### src/hw/rtl/sts_pkg.sv
// sts_pkg: constants, types and helpers for the speaker turn segmenter
// no dependencies
`timescale 1ns / 1ps
`default_nettype none
package sts_pkg;
  localparam int SPEAKERS   = 4;
  localparam int FRAME_BITS = 20;
  localparam int PROB_BITS  = 16;
  localparam int SPK_BITS   = 2;
  localparam int CNT_BITS   = FRAME_BITS + 1;
  localparam int SUM_BITS   = PROB_BITS + FRAME_BITS;
  localparam int SAMPLE_BITS = 31;
  localparam int HOP_SAMPLES = 1280;
  localparam int CFG_IDX_BITS = 3;
  localparam int CFG_DATA_BITS = 21;

  localparam logic [CFG_IDX_BITS-1:0] REG_THRESHOLD = 3'd0;
  localparam logic [CFG_IDX_BITS-1:0] REG_MIN_LEN   = 3'd1;
  localparam logic [CFG_IDX_BITS-1:0] REG_PAD_LEN   = 3'd2;
  localparam logic [CFG_IDX_BITS-1:0] REG_FRAME_CNT = 3'd3;
  localparam logic [CFG_IDX_BITS-1:0] REG_EMIT_OPEN = 3'd4;

  // one closed run as seen by the merge stage
  typedef struct packed {
    logic                  hit;
    logic [CNT_BITS-1:0]   start;
    logic [CNT_BITS-1:0]   end_f;
    logic [SUM_BITS-1:0]   sum;
  } lane_close_t;

  typedef struct packed {
    logic [SPK_BITS-1:0]    speaker;
    logic [SAMPLE_BITS-1:0] begin_sample;
    logic [SAMPLE_BITS-1:0] end_sample;
    logic [PROB_BITS-1:0]   confidence;
    logic                   last_turn;
  } turn_t;

  typedef enum logic [2:0] {
    ST_IDLE, ST_SCAN, ST_DIV, ST_MUL, ST_OUT
  } seq_state_t;
endpackage
`default_nettype wire

### src/hw/rtl/sts_lane.sv
// sts_lane: per-speaker threshold and run tracker
// depends on sts_pkg
`timescale 1ns / 1ps
`default_nettype none
module sts_lane import sts_pkg::*; (
  input  wire logic                  clk,
  input  wire logic                  rst_n,
  input  wire logic                  step,
  input  wire logic [PROB_BITS-1:0]  prob,
  input  wire logic [PROB_BITS-1:0]  threshold,
  input  wire logic [CNT_BITS-1:0]   frame,
  input  wire logic                  last,
  input  wire logic                  emit_open,
  output lane_close_t                end_close,
  output lane_close_t                fin_close
);
  logic                  open_r;
  logic [FRAME_BITS-1:0] start_r;
  logic [SUM_BITS-1:0]   sum_r;
  logic                  active;
  logic                  open_after;

  assign active = prob >= threshold;
  assign open_after = active;

  always_comb begin
    end_close.hit   = open_r && !active;
    end_close.start = {1'b0, start_r};
    end_close.end_f = frame;
    end_close.sum   = sum_r;
    fin_close.hit   = last && emit_open && active;
    fin_close.start = open_r ? {1'b0, start_r} : frame;
    fin_close.end_f = frame + CNT_BITS'(1);
    fin_close.sum   = open_r ? sum_r + SUM_BITS'(prob) : SUM_BITS'(prob);
  end

  always_ff @(posedge clk) begin
    if (!rst_n) begin
      open_r <= 1'b0;
    end else if (step) begin
      open_r <= open_after && !last;
    end
  end

  always_ff @(posedge clk) begin
    if (step && active) begin
      if (!open_r) begin
        start_r <= frame[FRAME_BITS-1:0];
        sum_r   <= SUM_BITS'(prob);
      end else begin
        sum_r <= sum_r + SUM_BITS'(prob);
      end
    end
  end
endmodule
`default_nettype wire

### config.mk
export PLATFORM = sky130hd
export DESIGN_NAME = sts_lane
export DESIGN_NICKNAME = d
export VERILOG_FILES = /design/src/hw/rtl/sts_pkg.sv /design/src/hw/rtl/sts_lane.sv
export SDC_FILE = /design/constraint.sdc
export NUM_CORES = 1
export LEC_CHECK = 0
export ABC_AREA = 1
export BUFFER_PORTS_ARGS = -buffer_cell sky130_fd_sc_hd__buf_4
export CORE_UTILIZATION = 30
export DETAILED_ROUTE_END_ITERATION = 8
export HOLD_SLACK_MARGIN = 0.03
export MAX_ROUTING_LAYER = met4
export PLACE_DENSITY = 0.68
export SETUP_SLACK_MARGIN = 0.2
export SYNTH_ARGS = -nofsm -noshare
export SYNTH_HDL_FRONTEND = slang
export SYNTH_SLANG_ARGS = --single-unit
### constraint.sdc
create_clock -name clk -period 2.7 [get_ports clk]
set_clock_uncertainty 0.2 [all_clocks]
set_input_delay 0.27 -clock clk [delete_from_list [all_inputs] [get_ports clk]]
set_output_delay 0.27 -clock clk [all_outputs]
set_load 0.05 [all_outputs]
# Word level (Yosys, flattened, before mapping)

Index checks and enable logic that the tools add are counted.

Logic and storage cells: 17
Output and inout port bits: 158
Flip-flop bits (word level): 57
Bits of input ports: 58

Add/sub/neg operators: 2
Bitwise gates (word level): 1
Magnitude comparators: 1
Muxes and demuxes: 2
Reduce and logical (&&, ||, !) cells: 8

Operator list:

| kind                                           | number |
|---|---|
| adder 36 x 16 -> 36 bit                        | 1 |
| 2-to-1 mux 36 bit                              | 1 |
| adder 21 x 1 -> 21 bit (second input constant) | 1 |
| 2-to-1 mux 21 bit                              | 1 |
| greater-or-equal comparator 16 bit             | 1 |
| logical AND 1 bit                              | 5 |
| logical NOT 1 bit                              | 2 |
| AND reduction 2 bit                            | 1 |
| inverter 1 bit                                 | 1 |

# Logic depth before layout (Yosys ltp)

Depth after elaboration: 3
Depth in mapped cells: 13
Gate-level depth less buffers: 13

# Worst setup path before layout

No wires, ideal clock.

Path kind: reg-to-reg
Start: register sum_r[0]
End: register sum_r[8], data pin
Data arrival time: 2.910 ns
Buffers on the path: 0
Data required time: 2.081 ns
Library setup time: 0.419 ns
Setup slack: -0.829 ns
Cell stages (with the launch flop): 11
Clock period less this slack: 3.529 ns
Path through: edfxtp_1 > ha_1 > inv_1 > fa_1 > inv_1 > nand3_1 > nand3_1 > nand2_1 > nand2_1 > xnor2_1 > o21ai_0

RTL lines:

| item                   | RTL line       | text |
|---|---|---|
| from (decl)            | sts_lane.sv:19 | `logic [SUM_BITS-1:0] sum_r;` |
| from (signal assigned) | sts_lane.sv:49 | `sum_r <= SUM_BITS'(prob);` |
| from (signal assigned) | sts_lane.sv:51 | `sum_r <= sum_r + SUM_BITS'(prob);` |

==> results.py <==
metrics = {
    "critical_path": {
        "critical_path_arrival_ns": 2.31,
        "required_ns": 2.23,
        "cp_slowest_cell": "edfxtp_1",
        "start_kind": "flip-flop",
        "cp_common_cell": "a21oi_4",
        "critical_path_class": "flip-flop to primary output",
        "startpoint": "sum_r[10]",
        "path_max_fanout": 6,
        "end_kind": "primary output",
        "cp_num_buf_inv": 3,
        "reg2reg_slack_ns": 0.44,
        "crit_path_max_incr_delay_ns": 0.43,
        "crit_chain": "ha_4, nand2_2, inv_1, a21oi_4, nor2_1, nor2_2, nand2_4, buf_4, a21oi_4, buf_6",
        "r2r_start": "sum_r[0]",
        "cpLargestDelayFamily": "simple AND/OR/NAND/NOR gates",
    },
    "clock_network": {
        "cts_tree": "done",
        "root_buffer": "clkbuf_16",
        "path_clk_slew_ns": 0.05,
        "h-tree-depth": 3,
        "clk_path_buf_depth": 2,
        "cts_num_sinks": 57,
        "clkLatencyLatePin_ns": 0.34,
        "cts_buffers": 9,
    },
    "detailed_routing": {
        "wl_met3_um": 1120,
        "vias": 5623,
        "wirelength_um": 18050,
        "met2RoutedLength_um": 9470,
        "antenna_left": 0,
        "top_layer": "met4",
        "firstDrtPassIters": 5,
        "drt_iter0_markers": 287,
        "drc_errors": 0,
        "met1_length_um": 7207,
        "wl_per_cell_um": 14.91,
        "drt-vias-per-instance": 4.643,
    },
    "worst_hold_path": {
        "hold_path.class": "input pin to flip-flop",
        "hp-start": "prob[1]",
    },
    "sta": {
        "drv_slew": 0,
        "hold_viol": 0,
        "fin_crit_sh_pct": 102.9,
        "tightest_slew_ns": 0.7459,
        "fmaxAchievable_mhz": 360.0,
        "period_needed_ns": 2.778,
        "fin_tns_setup_ns": -0.7020,
        "layout_setup_ws_ns": -0.07788,
        "setup_viol": 16,
        "timing.slew.headroom_pct": 50.27,
        "rsz0062_at_grt": "true",
    },
    "floorplanning": {
        "core_area_sq_um": 16060,
        "chipHeight_um": 130.9,
        "rows": 46,
        "ios": 216,
        "die_x_um": 130.9,
        "die_area_sq_um": 17140,
        "initial_core_util_pct": 31.06,
    },
    "logic_synthesis": {
        "syn_area_per_cell_sq_um": 6.917,
        "async_reset_ff_share_pct": 0,
        "synth.ff_latch_count": 57,
        "syn_nets": 813,
        "ys_seq_area_share_pct": 34.12,
        "synth_area_sq_um": 4987,
        "postSynthCellCount": 721,
        "synth_cell_type_count": 32,
        "ys_warn_count": 0,
        "ys.flop_type": "edfxtp_1",
        "synth-edff-count": 56,
    },
    "placement": {
        "gp_congestion": 0.9020,
        "dp_slack_ns": 0.1163,
        "port_buffers": 214,
        "dp_hpwl_um": 13230,
    },
    "pwr": {
        "leakagePower_nw": 4.254,
        "peakVddDrop_uv": 402.9,
        "power_density_nw_per_um2": 448.0,
        "power_mw": 4.062,
    },
    "finish": {
        "area_delta_synth_final_pct": 81.84,
        "diodes": 0,
        "drive_gt1_share_pct": 49.45,
        "nets": 1082,
        "fillers": 1370,
    },
    "run_status": {
        "violations": "negative setup slack",
        "status": "finished, violations left",
    },
    "global_route": {
        "grt_pass1_wl_um": 26940,
        "grt_usage_pct": 21.46,
        "grt_pass1_vias": 5372,
        "antenna_found_initial": 0,
        "grt_max_degree": 63,
        "overflow": 0,
    },
    "flow_run": {
        "drv_cap": 0,
    },
}
-- sequential cells by signal, summed over array words and instances (netlist names) --
register / cells
open_r: 1
sum_r: 36
start_r: 20
-- worst register-to-register path: stages (launching register included) --
cell and delay (ns):
edfxtp_1 0.40, ha_4 0.16, inv_2 0.04, fa_2 0.36, inv_4 0.09, nand3_4 0.07
nand3_4 0.09, nand2_2 0.06, nand2_2 0.07, nand2_2 0.07, nand2_4 0.14, nand2_2 0.08
o21ai_4 0.14, nor2_4 0.05
-- Yosys cell counts, types with 3 or more instances --
library cell | count | area share (%)
nand2_1 | 226 | 17
inv_1 | 116 | 8.7
nor2_1 | 75 | 5.6
edfxtp_1 | 56 | 34
nand3_1 | 47 | 4.7
ha_1 | 33 | 8.3
o21ai_0 | 33 | 3.3
a21oi_1 | 28 | 2.8
buf_4 | 22 | 3.3
nor3_1 | 16 | 1.6
xor2_1 | 15 | 2.6
xnor2_1 | 14 | 2.5
clkbuf_1 | 9 | 0.68
nand4_1 | 5 | 0.63
or2_2 | 3 | 0.38
-- per-layer routing --
metal / GRT usage [%] / vias up
li1: - / 2813
met1: 24.87 / 2588
met2: 37.44 / 200
met3: 4.967 / 22
met4: 5.003 / 0
met5: - / -
-- power breakdown --
| part | total [mW] | switching (mW) | internal [mW] |
|---|---|---|---|
| logic | 1.86 | 1.18 | 0.680 |
| registers | 1.09 | 0.0480 | 1.04 |
| clock network | 1.12 | 0.406 | 0.709 |
-- stage by stage --
step / utilization (%) / hold slack, ns / area (sq um) / cells
floorplan: - / 0.1689 / 5583 / 721
global placement: 45.82 / 0.2771 / 7357 / 1129
detailed placement: 45.82 / 0.2775 / 7357 / 1129
CTS: 52.83 / 0.07156 / 8483 / 1193
global route: 56.47 / 0.09665 / 9069 / 1211
finish: 56.47 / 0.09739 / 9069 / 1211
-- cell families (layout without fill, tap and decap cells) --
kind of cell    after synthesis  count (layout)  share of synthesized area (%)
other cells                   1               1                        0.07519
simple gates                386             386                          32.39
fa+ha+maj                    34              34                          8.680
xor+xnor                     29              29                          5.093
flops                        57              57                          34.12
buf+inv                     148             422                          12.82
compound gates               66              66                          6.824
-- cells in the final DEF, fill, tap and decap left out, types with 9 or more instances in the layout --
| master | instances |
|---|---|
| buf_4 | 226 |
| nand2_1 | 162 |
| inv_1 | 103 |
| edfxtp_1 | 56 |
| nand2_2 | 50 |
| nor2_1 | 38 |
| nand3_1 | 26 |
| nor2_4 | 26 |
| buf_8 | 23 |
| dlygate4sd3_1 | 22 |
| ha_1 | 18 |
| o21ai_0 | 17 |
| buf_6 | 17 |
| nand3_2 | 15 |
| xor2_1 | 15 |
| a21oi_1 | 15 |
| nand2_4 | 15 |
| ha_4 | 15 |
| nor2_2 | 13 |
| inv_2 | 11 |
| nor3_1 | 10 |
| o21ai_4 | 10 |
| xnor2_2 | 9 |
| clkbuf_16 | 9 |
-- cell type report --
| class | count | area, sq um | area share, % |
|---|---|---|---|
| clock inverter | 4 | 45.04 | 0.4967 |
| multi-input combinational | 516 | 3880 | 42.78 |
| tap | 216 | 270.3 | 2.980 |
| timing repair buffer | 290 | 2494 | 27.50 |
| inverter | 116 | 440.4 | 4.857 |
| clock buffer | 12 | 236.5 | 2.608 |
| sequential | 57 | 1703 | 18.78 |
-- repair_timing --
action | in CTS | in global routing
resized for setup | 108 | 118
hold endpoints to repair | 21 | 0
hold buffers | 22 | 0
setup buffers | 26 | 18
setup endpoints to repair | 33 | 33
pin swaps | 44 | 60
-- path summary, 6_finish.rpt --
path | endpoint | cells past startpoint
worst max-delay path | fin_close[16] | 10
worst min-delay path | sum_r[1] | 3
worst max register to register | sum_r[24] | 13
worst min register to register | sum_r[34] | 2
No activity file was read; power rests on OpenSTA's default activity.
