$ cat src/hw/rtl/sts_pkg.sv
// sts_pkg: constants, types and helpers for the speaker turn segmenter
// no dependencies
`timescale 1ns / 1ps
`default_nettype none
package sts_pkg;
  localparam int SPEAKERS   = 4;
  localparam int FRAME_BITS = 20;
  localparam int PROB_BITS  = 16;
  localparam int SPK_BITS   = 2;
  localparam int CNT_BITS   = FRAME_BITS + 1;
  localparam int SUM_BITS   = PROB_BITS + FRAME_BITS;
  localparam int SAMPLE_BITS = 31;
  localparam int HOP_SAMPLES = 1280;
  localparam int CFG_IDX_BITS = 3;
  localparam int CFG_DATA_BITS = 21;

  localparam logic [CFG_IDX_BITS-1:0] REG_THRESHOLD = 3'd0;
  localparam logic [CFG_IDX_BITS-1:0] REG_MIN_LEN   = 3'd1;
  localparam logic [CFG_IDX_BITS-1:0] REG_PAD_LEN   = 3'd2;
  localparam logic [CFG_IDX_BITS-1:0] REG_FRAME_CNT = 3'd3;
  localparam logic [CFG_IDX_BITS-1:0] REG_EMIT_OPEN = 3'd4;

  // one closed run as seen by the merge stage
  typedef struct packed {
    logic                  hit;
    logic [CNT_BITS-1:0]   start;
    logic [CNT_BITS-1:0]   end_f;
    logic [SUM_BITS-1:0]   sum;
  } lane_close_t;

  typedef struct packed {
    logic [SPK_BITS-1:0]    speaker;
    logic [SAMPLE_BITS-1:0] begin_sample;
    logic [SAMPLE_BITS-1:0] end_sample;
    logic [PROB_BITS-1:0]   confidence;
    logic                   last_turn;
  } turn_t;

  typedef enum logic [2:0] {
    ST_IDLE, ST_SCAN, ST_DIV, ST_MUL, ST_OUT
  } seq_state_t;
endpackage
`default_nettype wire

$ cat src/hw/rtl/sts_merge.sv
// sts_merge: pads, filters and scales closed runs one at a time, serial mean divider
// depends on sts_pkg
`timescale 1ns / 1ps
`default_nettype none
module sts_merge import sts_pkg::*; (
  input  wire logic                     clk,
  input  wire logic                     rst_n,
  input  wire logic                     load,
  input  wire lane_close_t [2*SPEAKERS-1:0] closes,
  input  wire logic [CNT_BITS-1:0]      count,
  input  wire logic [CNT_BITS-1:0]      min_len,
  input  wire logic [CNT_BITS-1:0]      pad_len,
  output logic                          busy,
  output logic                          out_valid,
  input  wire logic                     out_ready,
  output turn_t                         out_turn
);
  localparam int SLOTS = 2 * SPEAKERS;
  localparam int SLOT_BITS = $clog2(SLOTS);
  localparam int DIV_BITS = $clog2(SUM_BITS + 1);
  localparam int MUL_BITS = CNT_BITS + 11;

  seq_state_t state_r, state_nxt;
  lane_close_t [SLOTS-1:0] slot_r;
  logic [SLOTS-1:0] pend_r, pend_nxt;
  logic [SLOT_BITS-1:0] sel;
  logic found;
  logic [SLOTS-1:0] rest;
  logic [SLOTS-1:0] load_mask;

  logic [SPK_BITS-1:0] spk_r;
  logic [CNT_BITS-1:0] pstart_r, pend_f_r, len_r;
  logic [SUM_BITS-1:0] quo_r, rem_r;
  logic [DIV_BITS-1:0] dcnt_r;
  logic                lastm_r;
  turn_t               turn_r;
  logic                valid_r;

  // pad and clamp for the chosen slot
  logic [CNT_BITS-1:0] c_start, c_end, c_limit, c_pstart, c_len;
  logic [CNT_BITS:0]   c_pend_w;
  logic [CNT_BITS-1:0] c_pend;

  // length filter for one run after padding and clamping
  function automatic logic slot_keep(input lane_close_t c, input logic [CNT_BITS-1:0] cnt,
                                     input logic [CNT_BITS-1:0] pad,
                                     input logic [CNT_BITS-1:0] mlen);
    logic [CNT_BITS-1:0] lim, ps, pe;
    logic [CNT_BITS:0]   pw;
    lim = (cnt > c.end_f) ? cnt : c.end_f;
    ps = (c.start > pad) ? c.start - pad : '0;
    pw = {1'b0, c.end_f} + {1'b0, pad};
    pe = (pw > {1'b0, lim}) ? lim : pw[CNT_BITS-1:0];
    return (pe - ps) >= mlen;
  endfunction

  // only runs that survive the filter are queued, so the last queued one is the last turn
  always_comb begin
    for (int i = 0; i < SLOTS; i++) begin
      load_mask[i] = closes[i].hit && slot_keep(closes[i], count, pad_len, min_len);
    end
  end

  always_comb begin
    found = 1'b0;
    sel = '0;
    for (int i = SLOTS - 1; i >= 0; i--) begin
      if (pend_r[i]) begin
        found = 1'b1;
        sel = SLOT_BITS'(i);
      end
    end
    rest = pend_r;
    rest[sel] = 1'b0;
    c_start = slot_r[sel].start;
    c_end = slot_r[sel].end_f;
    c_limit = (count > c_end) ? count : c_end;
    c_pstart = (c_start > pad_len) ? c_start - pad_len : '0;
    c_pend_w = {1'b0, c_end} + {1'b0, pad_len};
    c_pend = (c_pend_w > {1'b0, c_limit}) ? c_limit : c_pend_w[CNT_BITS-1:0];
    c_len = (c_end > c_start) ? c_end - c_start : CNT_BITS'(1);
  end

  logic [SUM_BITS:0] rem_sh;
  logic [SUM_BITS:0] rem_sub;
  always_comb begin
    rem_sh = {rem_r, quo_r[SUM_BITS-1]};
    rem_sub = rem_sh - {{(SUM_BITS-CNT_BITS+1){1'b0}}, len_r};
  end

  logic [MUL_BITS-1:0] ms, me;
  always_comb begin
    ms = MUL_BITS'(pstart_r) * MUL_BITS'(HOP_SAMPLES);
    me = MUL_BITS'(pend_f_r) * MUL_BITS'(HOP_SAMPLES);
  end

  assign busy = (state_r != ST_IDLE) || valid_r;
  assign out_valid = valid_r;
  assign out_turn = turn_r;

  always_comb begin
    state_nxt = state_r;
    pend_nxt = pend_r;
    case (state_r)
      ST_IDLE: begin
        if (load) begin
          state_nxt = ST_SCAN;
          pend_nxt = load_mask;
        end
      end
      ST_SCAN: begin
        if (!found) begin
          state_nxt = ST_IDLE;
        end else begin
          state_nxt = ST_DIV;
          pend_nxt = rest;
        end
      end
      ST_DIV: if (dcnt_r == DIV_BITS'(SUM_BITS - 1)) state_nxt = ST_MUL;
      ST_MUL: if (!valid_r || out_ready) state_nxt = ST_SCAN;
      default: state_nxt = ST_IDLE;
    endcase
  end

  always_ff @(posedge clk) begin
    if (!rst_n) begin
      state_r <= ST_IDLE;
      pend_r  <= '0;
      valid_r <= 1'b0;
    end else begin
      state_r <= state_nxt;
      pend_r  <= pend_nxt;
      if (state_r == ST_MUL && (!valid_r || out_ready)) valid_r <= 1'b1;
      else if (out_ready) valid_r <= 1'b0;
    end
  end

  always_ff @(posedge clk) begin
    if (state_r == ST_IDLE && load) slot_r <= closes;
    if (state_r == ST_SCAN && found) begin
      spk_r    <= SPK_BITS'(sel[SPK_BITS-1:0]);
      pstart_r <= c_pstart;
      pend_f_r <= c_pend;
      len_r    <= c_len;
      quo_r    <= slot_r[sel].sum;
      rem_r    <= '0;
      dcnt_r   <= '0;
      // every queued slot is emitted, so last is set once the queue is empty
      lastm_r  <= 1'b1;
    end
    if (state_r == ST_DIV) begin
      dcnt_r <= dcnt_r + DIV_BITS'(1);
      if (!rem_sub[SUM_BITS]) begin
        rem_r <= rem_sub[SUM_BITS-1:0];
        quo_r <= {quo_r[SUM_BITS-2:0], 1'b1};
      end else begin
        rem_r <= rem_sh[SUM_BITS-1:0];
        quo_r <= {quo_r[SUM_BITS-2:0], 1'b0};
      end
    end
    if (state_r == ST_MUL && (!valid_r || out_ready)) begin
      turn_r.speaker      <= spk_r;
      turn_r.begin_sample <= ms[SAMPLE_BITS-1:0];
      turn_r.end_sample   <= me[SAMPLE_BITS-1:0];
      turn_r.confidence   <= quo_r[PROB_BITS-1:0];
      turn_r.last_turn    <= lastm_r && (pend_r == '0);
    end
  end
endmodule
`default_nettype wire
$ cat config.mk
export PLATFORM = sky130hd
export DESIGN_NAME = sts_merge
export DESIGN_NICKNAME = d
export VERILOG_FILES = /design/src/hw/rtl/sts_pkg.sv /design/src/hw/rtl/sts_merge.sv
export SDC_FILE = /design/constraint.sdc
export NUM_CORES = 2
export LEC_CHECK = 0
export BUFFER_PORTS_ARGS = -buffer_cell sky130_fd_sc_hd__buf_4
export CAP_MARGIN = 0
export CORE_MARGIN = 1.5
export CORE_UTILIZATION = 49
export DETAILED_ROUTE_END_ITERATION = 10
export GPL_TIMING_DRIVEN = 0
export HOLD_SLACK_MARGIN = 0.02
export PLACE_DENSITY = 0.74
export SLEW_MARGIN = 20
export SYNTH_ARGS = -nofsm -noshare
export SYNTH_HDL_FRONTEND = slang
export SYNTH_SLANG_ARGS = --single-unit
$ cat constraint.sdc
create_clock -name clk -period 35.6 [get_ports clk]
set_input_delay 3.56 -clock clk [delete_from_list [all_inputs] [get_ports clk]]
set_output_delay 3.56 -clock clk [all_outputs]
set_load 0.01 [all_outputs]
== Yosys cells after proc, flatten, opt, wreduce, memory -nomap -nowiden ==
Cells that the tools add are included.
Operators by class
  add/sub/neg operators: 29
  multiply operators: 2
  order comparisons: 38
  equal/unequal tests: 8
  mux-type cells: 64
  bitwise gates (word level): 2
  reductions and logical operators: 23
Operator list (count)
  $mux W21: 26
  $gt A21 B21 Y1: 19
  $sub A21 B21 Y21: 18
  $bmux W79 S3: 1
  $add A21 B21 Y22: 9
  $gt A22 B21 Y1: 9
  $mux W36: 5
  $ge A21 B21 Y1: 8
  $mux W78: 1
  $mul A21 B3 Y23 const B: 2
  $sub A37 B21 Y37: 1
  $mux W3: 11
  $mux W8: 2
  $pmux W8 S2: 1
  $logic_and A1 B1 Y1: 12
  $mux W1: 12
  $mux W6: 2
  $pmux W3 S4: 1
  $and A8 B8 Y8: 1
  $logic_not A8 Y1: 1
  $ne A2 B2 Y1 const B: 4
  $not A8 Y8: 1
  $add A6 B1 Y6 const B: 1
  $eq A3 B2 Y1 const B: 2
  12 further kinds: 16
Storage, ports and cells
  register bits after elaboration: 852
  input port bits: 699
  output and inout bits: 83
  logic and storage cells: 213

== Longest topological paths before layout ==
  word-level depth: 16
  gate-level depth with buffers: 45
  depth with buffers taken out: 43

== Worst setup path before layout ==
No wires, ideal clock.
  kind: input -> register
  start point: in load
  end point: reg pend_r[4]
  library setup time: 125 ps
  data arrival time: 33867 ps
  required time: 35475 ps
  setup slack: 1608 ps
  stages on the path: 7
  path buffers: 1
  cell sequence: nor2b_1 -> nor2b_1 -> or2_2 -> clkbuf_1 -> a21oi_1 -> nor3_1 -> a21oi_1
On the way
  cells in the longest elaborated chain, start to end: 2
RTL lines
  from (decl): line sts_merge.sv:8  | input wire logic load,
  $ne A2 B2 Y1 (no source line)
  $reduce_and A3 Y1 (no source line)
  to (signal assigned): line sts_merge.sv:132  | pend_r <= pend_nxt;
  to (decl): line sts_merge.sv:25  | logic [SLOTS-1:0] pend_r, pend_nxt;
Every way passes these cells.
A chain may end at the register's enable or synchronous reset.

== Worst setup path in the final report ==
  start point: in count[0]
  end point: reg pend_r[6]
On the way
  cells in the longest elaborated chain, start to end: 9
RTL lines
  from (decl): line sts_merge.sv:10  | input wire logic [CNT_BITS-1:0] count,
  $gt A21 B21 Y1: line sts_merge.sv:50  | lim = (cnt > c.end_f) ? cnt : c.end_f;
  $mux W21 *: line sts_merge.sv:50
  $gt A22 B21 Y1: line sts_merge.sv:53  | pe = (pw > {1'b0, lim}) ? lim : pw[CNT_BITS-1:0];
  $mux W21 *: line sts_merge.sv:53
  $sub A21 B21 Y21 *: line sts_merge.sv:54  | return (pe - ps) >= mlen;
  $ge A21 B21 Y1 *: line sts_merge.sv:54
  $logic_and A1 B1 Y1 *: line sts_merge.sv:60  | load_mask[i] = closes[i].hit && slot_keep(closes[i], count, pad_len, min_len);
  $mux W8 *: line sts_merge.sv:106  | if (load) begin
  $pmux W8 S2 *: line sts_merge.sv:104  | case (state_r)
Every way passes the cells marked *; elsewhere a longest branch is shown, timed or not. The select of a mux whose other input is x is not followed.

==> impl_metrics.py <==
metrics = {
    "run_status": {
        "outcome": "finished clean",
    },
    "detailed_routing": {
        "drc": 0,
        "first_pass_iters": 9,
        "postRouteAntennaNets": 0,
        "drt_iter0_markers": 8490,
        "viasPerCell": 6.40,
        "wl_per_cell_um": 31.2,
        "num_vias": 72500,
        "drt-total-wl_um": 354000,
    },
    "place": {
        "gp_congestion": 1.06,
        "dpl.hpwl_um": 282000,
        "dpl.cell_count": 11100,
        "port_buffers": 765,
    },
    "grt": {
        "grt_use_met3_pct": 11.8,
        "grt_start_max_net_pins": 31,
        "grt_pass1_vias": 68700,
        "met1_usage_pct": 51.7,
        "track_usage_pct": 43.0,
        "busiest_layer": "met2",
        "antenna_found_initial": 66,
        "grt_pass1_wl_um": 482000,
        "overflow": 0,
        "grt_use_met2_pct": 64.3,
    },
    "pwr": {
        "vdd_drop_max_v": 0.000116,
        "p_clk_share_pct": 10.3,
        "p_per_area_nw_per_um2": 107,
        "p_switching_mw": 4.86,
        "comb_power_share_pct": 72.1,
        "intPower_mw": 4.70,
        "switching_share_pct": 50.8,
        "p_seq_share_pct": 17.5,
        "p_leak_nw": 40.0,
    },
    "setup_path": {
        "reg2reg_from": "pend_r[7]",
        "r2r_slack_ns": 26.47,
        "cp_max_fo": 13,
        "cp-start-kind": "input pin",
        "max_stage_delay_ns": 0.99,
        "r2r_cells": 37,
        "crit_type": "input pin to register",
        "cp.required_ns": 36.07,
        "cp-end-kind": "register",
        "crit_top_cell": "o21ai_0",
        "cp_data_arrival_time_ns": 14.10,
        "r2r_end": "pend_f_r[19]",
        "cp_slowest_cell": "clkinv_1",
    },
    "floorplan": {
        "coreArea_um2": 155000,
        "pin_count": 782,
        "die_area_um2": 159000,
        "start_util_pct": 49.6,
        "dieHeight_um": 398,
        "die_w_um": 398,
        "placementRows": 144,
    },
    "clock_tree": {
        "post_cts_buffers": 0,
        "cts.path.max_buffers": 3,
        "worstSkewPairLatency_ns": 0.78,
        "clk_pin_slew_worst_paths_ns": 0.07,
        "ctsHtreeMaxLevel": 3,
        "clock-root-buffer": "clkbuf_16",
        "cts_buffers": 94,
        "cts_hold_buf": 0,
        "cts_tree": "built",
        "numClockSinks": 843,
        "cts_resized": 0,
    },
    "sta": {
        "rsz0062_at_grt": "no",
        "tightest_slew_ns": 1.25,
        "final-hold-violation-count": 0,
        "tns_ns": 0,
        "finalCriticalPeriod_ns": 13.63,
        "skew_ns": 0.0951,
        "max_freq_ghz": 0.0734,
        "period_share_pct": 38.3,
        "drv_slew": 0,
        "setup_viol": 0,
        "slew_headroom_pct": 16.7,
    },
    "final_layout": {
        "fin_cells": 11300,
        "syn_to_final_growth_pct": 16.7,
        "final_nets": 11100,
        "final_layout_size_suffix_gt1_share_pct": 12.6,
    },
    "logic_synthesis": {
        "synth_common_cells": "ha_1, a21oi_1, edfxtp_1",
        "yosys.cell_types.count": 104,
        "ys_seq_area_share_pct": 32.9,
        "syn_inst": 8228,
        "yosysTopAreaCell": "edfxtp_1",
        "yosys_warnings": 0,
        "avgSynthCellArea_um2": 9.31,
        "netlist_area_um2": 76600,
        "synth_area_leaders": "edfxtp_1, ha_1, a21oi_1, nand2_1, xnor2_1",
        "synth_top_area_share_pct": 32.6,
        "async_reset_ff_share_pct": 0,
        "synth_edf_count": 832,
        "synth_seq_cells": 843,
        "yosys_most_used_dff": "edfxtp_1",
        "yosysMostFrequentCell": "ha_1",
    },
    "worst_hold_path": {
        "hold_depth": 0,
        "hold_class": "register to register",
        "holdCritStartpoint": "spk_r[0]",
        "hold_end": "out_turn[79]",
    },
    "run": {
        "cap_violations": 0,
    },
}
[area by class of cell]
cell class	count	area, µm²
well taps	2044	2560
fillers	13600	65200
plain buffers	209	921
inverters	563	2110
diodes	44	110
multi-input cells	6628	48600
repair buffers	823	6770
flip-flops and latches	843	25200
clock inverters	60	661
clock buffers	112	2420
[critical path: cells and delay by family]
family | cells | cell delay, ns
XOR/XNOR | 1 | 0.13
multiplexers | 2 | 0.78
buffers and inverters | 4 | 1.84
adder cells (fa/ha/maj) | 5 | 1.67
AND/OR/NAND/NOR | 8 | 0.77
AO/OA/AOI/OAI | 25 | 5.27
[logic make-up (layout without fill, tap and decap cells)]
logic type                 after synthesis  in the layout  synth area share (%)
AOI/OAI and AO/OA                     2283           2283                  19.0
xor gates and xnor gates               484            484                  5.61
adders and majority gates             1233           1233                  20.4
buffers and inverters                  772           1767                  3.95
DFF                                    843            843                  32.9
muxes                                  275            275                  3.64
other                                    1             60               0.00490
and+or+nand+nor                       2337           2337                  14.4
[metal layers]
metal	wire length, µm	part of all wire (%)
met5	246	0.070
met3	43300	12
met2	148000	42
met4	33800	9.6
met1	128000	36
[flip-flops by register name, summed over array words and instances (netlist names)]
| name | flops |
|---|---|
| quo_r | 36 |
| state_r | 2 |
| pstart_r | 21 |
| dcnt_r | 6 |
| spk_r | 2 |
| pend_f_r | 21 |
| len_r | 21 |
| rem_r | 36 |
| out_valid | 1 |
| out_turn | 65 |
| slot_r | 624 |
| pend_r | 8 |
[power by group through the flow]
| stage | logic [mW] | clock network, mW | registers [mW] |
|---|---|---|---|
| 2_1_floorplan | 4.43 | 0 | 1.86 |
| 3_3_place_gp | 6.36 | 0 | 1.99 |
| 3_5_place_dp | 6.63 | 0 | 1.69 |
| 4_1_cts | 6.70 | 0.990 | 1.67 |
| 5_1_grt | 7.36 | 1.02 | 1.69 |
| 6_report | 6.89 | 0.987 | 1.68 |
[through the flow]
| stage | utilization [%] | total power [mW] | cell area (µm²) | hold WS [ns] | setup WS (ns) |
|---|---|---|---|---|---|
| floorplan | - | 6.29 | 76700 | 0.400 | 1.61 |
| global placement | 55.0 | 8.36 | 85000 | 0.402 | -10.61 |
| detailed placement | 55.8 | 8.32 | 86200 | 0.418 | 21.44 |
| CTS | 57.7 | 9.36 | 89300 | 0.434 | 22.20 |
| global route | 57.8 | 10.1 | 89300 | 0.433 | 21.31 |
| finish | 57.8 | 9.55 | 89400 | 0.432 | 21.97 |
[worst max-delay path by stage]
stage | from | endpoint
finish | count[0] | pend_r[6]
global route | count[0] | pend_r[6]
CTS | count[0] | pend_r[6]
detailed placement | count[0] | pend_r[6]
global placement | load | pend_r[2]
floorplan | load | pend_r[4]
[layout by cell type, fill, tap and decap left out, types with 25 or more instances in the layout]
master / instances
a211o_1: 25
a211oi_1: 56
a21boi_0: 28
a21o_1: 326
a21oi_1: 869
a221oi_1: 44
a22o_1: 26
a31oi_1: 70
and2_1: 27
and3_1: 53
and4_1: 28
buf_2: 47
buf_4: 790
clkbuf_1: 157
clkbuf_16: 94
diode_2: 44
edfxtp_1: 832
fa_1: 30
ha_1: 1203
inv_1: 560
mux2_2: 30
mux2i_1: 244
nand2_1: 790
nand2b_1: 113
nand3_1: 129
nand4_1: 128
nor2_1: 569
nor2b_1: 141
nor3_1: 157
nor4_1: 36
o211ai_1: 29
o21a_1: 146
o21ai_0: 345
o21bai_1: 68
or2_2: 31
or3_1: 44
xnor2_1: 334
xor2_1: 146
Power figures use the tool's default switching activity.
